`src/rtl/core/assert_macros.svh`:
```
// assertion helpers, included by the top-level rtl file
`ifndef ASSERT_MACROS_SVH
`define ASSERT_MACROS_SVH
`ifndef SYNTHESIS
// property must hold at every clock edge outside reset
`define TRS_ASSERT(label, clk, rst_n, prop) \
    label: assert property (@(posedge clk) disable iff (!rst_n) (prop)) \
        else $error("assertion failed");
// condition must never be true outside reset
`define TRS_NEVER(label, clk, rst_n, cond) \
    label: assert property (@(posedge clk) disable iff (!rst_n) !(cond)) \
        else $error("forbidden condition seen");
`else
`define TRS_ASSERT(label, clk, rst_n, prop)
`define TRS_NEVER(label, clk, rst_n, cond)
`endif
`endif

```
`src/rtl/core/trs_pkg.sv`:
```
// ----------------------------------------------------------------------------
// trs_pkg
// Shared constants, codes and the Lanczos-3 phase table of the resampler.
// ----------------------------------------------------------------------------
package trs_pkg;

    localparam int TRACE_DEPTH_DEF = 4096;
    localparam int SINC_PHASES     = 64;
    localparam int MAX_TAPS        = 6;
    localparam int PH_BITS         = $clog2(SINC_PHASES);

    localparam int SAMPLE_W = 16;
    localparam int IDX_W    = 12;
    localparam int OIDX_W   = 16;
    localparam int CFG_W    = 32;
    localparam int CIDX_W   = 2;
    localparam int WGT_W    = 18;
    localparam int MUL_W    = 34;
    localparam int PROD_W   = 2 * MUL_W;
    localparam int ACC_W    = 40;

    // register indexes
    localparam logic [CIDX_W-1:0] REG_MODE  = 2'd0;
    localparam logic [CIDX_W-1:0] REG_COUNT = 2'd1;
    localparam logic [CIDX_W-1:0] REG_START = 2'd2;
    localparam logic [CIDX_W-1:0] REG_STEP  = 2'd3;

    // kernel codes
    localparam logic [1:0] MODE_LIN = 2'd0;
    localparam logic [1:0] MODE_BSP = 2'd1;
    localparam logic [1:0] MODE_LZ  = 2'd2;

    // ceil(2^19 / 3), exact floor(y / 3) for y below 2^17 and a bit more
    localparam logic [17:0] RECIP3 = 18'd174763;

    localparam logic [63:0] PI_Q30  = 64'd3373259426;
    localparam logic [63:0] ONE_Q30 = 64'd1073741824;

    typedef logic signed [WGT_W-1:0] lz_tab_t [SINC_PHASES*MAX_TAPS];

    // control of the shared multiply-accumulate unit
    typedef struct packed {
        logic mul_en;
        logic acc_clr;
        logic acc_en;
    } mac_ctl_t;

    // shift-subtract divide, used only while the table is built
    function automatic logic [63:0] udiv64(logic [63:0] n, logic [63:0] d);
        logic [63:0] q;
        logic [63:0] r;
        q = '0;
        r = '0;
        for (int i = 63; i >= 0; i--) begin
            r = {r[62:0], n[i]};
            if (r >= d) begin
                r = r - d;
                q[i] = 1'b1;
            end
        end
        return q;
    endfunction

    // {sign, |sin(pi*a/65536)| in Q30}
    function automatic logic [64:0] sin_mag(logic [63:0] a_in);
        logic [63:0] a;
        logic [63:0] t;
        logic [63:0] t2;
        logic [63:0] h;
        logic        neg;
        a   = a_in & 64'h1FFFF;
        neg = 1'b0;
        if (a >= 64'h10000) begin
            neg = 1'b1;
            a   = a - 64'h10000;
        end
        if (a > 64'h8000) a = 64'h10000 - a;
        t  = (a * PI_Q30) >> 16;
        t2 = (t * t) >> 30;
        h  = ONE_Q30 - t2 / 110;
        h  = ONE_Q30 - ((t2 * h) >> 30) / 72;
        h  = ONE_Q30 - ((t2 * h) >> 30) / 42;
        h  = ONE_Q30 - ((t2 * h) >> 30) / 20;
        h  = ONE_Q30 - ((t2 * h) >> 30) / 6;
        return {neg, (t * h) >> 30};
    endfunction

    // sinc of a non-negative Q16 argument, signed Q30
    function automatic logic signed [63:0] sinc_q30(logic [63:0] a);
        logic [64:0] sm;
        logic [63:0] pix;
        logic [63:0] q;
        if (a == 64'd0) return $signed(ONE_Q30);
        sm  = sin_mag(a);
        pix = (a * PI_Q30) >> 16;
        q   = udiv64(sm[63:0] << 30, pix);
        return sm[64] ? -$signed(q) : $signed(q);
    endfunction

    function automatic lz_tab_t build_lz();
        lz_tab_t             tab;
        logic signed [63:0]  xq;
        logic signed [63:0]  prod;
        logic [63:0]         ax;
        int                  dq;
        for (int p = 0; p < SINC_PHASES; p++) begin
            dq = (p * 65536) / SINC_PHASES;
            for (int i = 0; i < MAX_TAPS; i++) begin
                xq   = 64'((2 - i) * 65536 + dq);
                ax   = (xq < 0) ? 64'(-xq) : 64'(xq);
                prod = sinc_q30(ax) * sinc_q30(ax / 3);
                tab[p*MAX_TAPS+i] = WGT_W'((prod + (64'sd1 <<< 43)) >>> 44);
            end
        end
        return tab;
    endfunction

    localparam lz_tab_t LZ_TAB = build_lz();

endpackage

```
`src/rtl/core/trs_mac.sv`:
```
// ----------------------------------------------------------------------------
// trs_mac
// Shared signed multiplier with registered product and an accumulator.
// ----------------------------------------------------------------------------
module trs_mac (
    input  logic                                 clk,
    input  logic                                 rst_n,
    input  trs_pkg::mac_ctl_t                    ctl,
    input  logic signed [trs_pkg::MUL_W-1:0]     a,
    input  logic signed [trs_pkg::MUL_W-1:0]     b,
    output logic signed [trs_pkg::PROD_W-1:0]    prod,
    output logic signed [trs_pkg::ACC_W-1:0]     acc
);

    logic signed [trs_pkg::PROD_W-1:0] prod_reg;
    logic signed [trs_pkg::ACC_W-1:0]  acc_reg;
    logic signed [trs_pkg::ACC_W-1:0]  acc_next;

    // accumulate the low part of the last product
    always_comb
    begin
        acc_next = acc_reg;
        if (ctl.acc_clr)
            acc_next = '0;
        else if (ctl.acc_en)
            acc_next = acc_reg + prod_reg[trs_pkg::ACC_W-1:0];
    end

    // product register
    always_ff @(posedge clk)
    begin
        if (ctl.mul_en)
        begin
            prod_reg <= a * b;
        end
    end

    // accumulator
    always_ff @(posedge clk or negedge rst_n)
    begin
        if (!rst_n)
        begin
            acc_reg <= '0;
        end
        else
        begin
            acc_reg <= acc_next;
        end
    end

    assign prod = prod_reg;
    assign acc  = acc_reg;

endmodule

```
`config.mk`:
```
export PLATFORM = sky130hd
export DESIGN_NAME = trs_mac
export DESIGN_NICKNAME = d
export VERILOG_FILES = /design/src/rtl/core/assert_macros.svh /design/src/rtl/core/trs_pkg.sv /design/src/rtl/core/trs_mac.sv
export SDC_FILE = /design/constraint.sdc
export NUM_CORES = 2
export LEC_CHECK = 0
export ABC_AREA = 0
export BUFFER_PORTS_ARGS = -buffer_cell sky130_fd_sc_hd__buf_2
export CORE_MARGIN = 4
export CORE_UTILIZATION = 50
export CTS_CLUSTER_SIZE = 10
export DETAILED_ROUTE_END_ITERATION = 16
export PLACE_DENSITY = 0.69
export SLEW_MARGIN = 20
export SYNTH_ARGS = -nofsm -noshare
export SYNTH_HDL_FRONTEND = slang
export SYNTH_SLANG_ARGS = --single-unit
```
`constraint.sdc`:
```
create_clock -name clk -period 3.05 [get_ports clk]
set_clock_uncertainty 0.1 [all_clocks]
set_input_delay 0.61 -clock clk [delete_from_list [all_inputs] [get_ports clk]]
set_output_delay 0.61 -clock clk [all_outputs]
set_load 0.05 [all_outputs]
```
==> results.toml <==
[detailed_routing]
wl_per_cell_um = 20.4
vias = 35900
drt_iter0_markers = 2286
postRouteAntennaNets = 0
totalWireLength_mm = 139
drt-vias-per-instance = 5.28
dr.pass1.iters = 5
drc = 0

[global_routing]
antenna_found_initial = 4
grt_pass1_wl_mm = 224
grt_pass1_vias = 40800
grt_usage_pct = 29.1
globalRoute.totalOverflow = 0
grt_max_degree = 53

[place]
port_buffers = 180
place_area_um2 = 54000
dp_hpwl_mm = 115
gp_congestion = 0.937

[timing]
final.setup.tns_ns = -241.41
timing.final.crit_share_pct = 254
rsz0062_at_grt = "yes"
max_freq_ghz = 0.129
fin_crit_ns = 7.75
slew_viol_final = 0
final_hold_viol_count = 0
tightest_slew_ns = 0.724
post-route-worst-setup-slack_ns = -4.70
timing.hold.ws_ns = 0.199
relSlewSlack_pct = 51.8
setup_viol = 64

[finish]
postLayoutCellArea_um2 = 58400
fin_util_pct = 63.4
fill_cells = 7297
nets = 7115
largest_reg_flops = 68
drive_gt1_share_pct = 25.1
synthToLayoutAreaGrowth_pct = 25.1

[clock_tree]
max-clock-path-buffers = 2
root_buffer = "clkbuf_16"
clock_latency_ns = 0.36
htree_levels = 3
cts_tree = "built"
clock_sinks = 108
path_clk_slew_ns = 0.08
cts_buffers = 9
ctsHoldBuffers = 0

[run_status]
outcome = "complete, but fails checks"
violations = "negative setup slack"

[synthesis]
ys_types = 71
ys_ff_latch = 108
async_flop_share_pct = 37.0
synth-seq-area-share_pct = 6.51
synth_nets = 6436
netlist_instances = 4878
avgSynthCellArea_um2 = 9.58
ys_warn_count = 0
synth_edf_count = 68
syn_area_um2 = 46700
ys.flop_type = "edfxtp_1"

[floorplanning]
die_y_um = 314
die_area_um2 = 98400
rows = 111
coreArea_um2 = 92200
ios = 181
fp.dieW_um = 314
start_util_pct = 50.7

[setup_path]
critPathKind = "in2reg"
worstPathRequired_ns = 3.06
critPathMaxFanout = 5
startpoint_type = "input port"
critPathArrivalTime_ns = 7.76
worstSetupEndpointType = "register"

[min_path]
hold_class = "in2async"

[flow_run]
drv_cap = 0
==> path summary, 6_finish.rpt <==
kind | from | to | slack, ns | depth (start not counted)
max | b[1] | prod[66] | -4.70 | 27
min | rst_n | acc[20] | 0.20 | 1
max reg2reg | prod[2] | acc[39] | 0.10 | 12
min reg2reg | acc[37] | acc[37] | 0.45 | 2
max in group asynchronous | rst_n | acc[6] | 1.97 | 2
min in group clk | acc[37] | acc[37] | 0.45 | 2
==> worst max-delay path, cell delays in order <==
cell and delay, ns:
buf_16 0.12, buf_8 0.12, and2_4 0.15, fa_1 0.54, inv_2 0.04, fa_1 0.55
inv_2 0.04, fa_1 0.53, inv_2 0.05, fa_1 0.46, fa_1 0.52, inv_2 0.05
fa_1 0.50, fa_1 0.51, inv_2 0.04, fa_2 0.57, inv_2 0.06, ha_4 0.28
and2_4 0.15, nand4_1 0.22, buf_4 0.24, a2111oi_4 0.43, o41ai_4 0.13, a31o_1 0.27
o21a_1 0.22, o2111ai_2 0.22, o311ai_2 0.13
==> synth_stat cells, drive strengths merged (5+ instances only) <==
library cell  instances  area share (%)
a211oi                5           0.080
nand3                17            0.19
nand4                12            0.19
nand2               578             4.6
nor2b                 9            0.12
ha                  243             6.5
xnor2                75             1.4
and3                 13            0.17
a21o                 46            0.74
xor2                 31            0.58
inv                1200             9.6
o31ai                 8            0.17
o22ai                 6           0.080
and2                619             8.3
nor3                  7           0.075
a21oi               103             1.1
clkbuf              228             1.8
fa                 1242              53
o21bai                9            0.15
buf                   6           0.056
o21ai                50            0.54
nand2b               26            0.35
nor2                 98            0.79
a31oi                18            0.25
o211ai                6           0.096
o21a                 16            0.26
edfxtp               68             4.4
mux2i                29            0.62
dfrtp                40             2.1
==> cell type report <==
type | instances | area, um2 | area share [%]
multi-input cells | 3336 | 40700 | 69.6
clock inverters | 7 | 57.6 | 0.0985
flip-flops and latches | 108 | 3040 | 5.21
repair buffers | 902 | 8370 | 14.3
diodes | 2 | 5.00 | 0.00857
inverters | 1200 | 4510 | 7.72
well taps | 1243 | 1560 | 2.66
clock buffers | 9 | 225 | 0.385
==> routing by layer <==
layer	part of all wire (%)	up-vias	global-route usage (%)
met5	0.0094	-	0
met2	50	1359	51.2
li1	-	15500	-
met4	5.6	2	12.5
met3	6.2	389	3.41
met1	38	18700	36.5
==> cell families (layout without fill, tap and decap cells) <==
family                   Yosys count  count (layout)  share of synthesized area (%)
other                              0               2                              0
XOR/XNOR                         106             106                           1.99
adder cells (fa/ha/maj)         1485            1485                           59.7
multiplexers                      29              29                          0.621
AO/OA/AOI/OAI                    314             314                           4.43
AND/OR/NAND/NOR                 1402            1402                           15.2
buffers and inverters           1434            2118                           11.5
flip-flops                       108             108                           6.51
==> per-stage QoR <==
stage               cells  setup WS, ns
floorplan            4878         -4.71
global placement     6647         -5.23
detailed placement   6647         -5.29
CTS                  6779         -4.57
global route         6806         -4.85
finish               6807         -4.70
==> cell usage in the layout, fill, tap and decap left out, types with 12 or more instances in the layout <==
cell,instances
and2_1,557
nand2b_1,24
xor2_1,25
a21oi_2,43
edfxtp_1,68
nand2_2,12
o21ai_0,18
a21oi_4,17
fa_1,1172
fa_2,70
inv_2,73
xnor2_1,58
buf_12,75
a21oi_1,43
xnor2_2,15
inv_1,1125
buf_4,559
dfrtp_1,39
buf_8,28
nor2_1,86
nand2_1,558
a21o_1,46
ha_1,183
and2_4,62
buf_2,119
nand3_1,14
buf_6,104
o21ai_2,16
o21a_1,14
ha_4,56
mux2i_1,29
==> repair_timing <==
item | 4_1_cts | 5_1_grt
gates cloned | 11 | 1
pin swaps | 224 | 177
buffers inserted | 119 | 38
endpoints found under the hold margin | 0 | 0
gates resized for setup | 520 | 187
setup endpoints to repair | 74 | 78
Power is not shown: default switching activity piles up to over one toggle a cycle in this logic, so the estimate is an artifact.
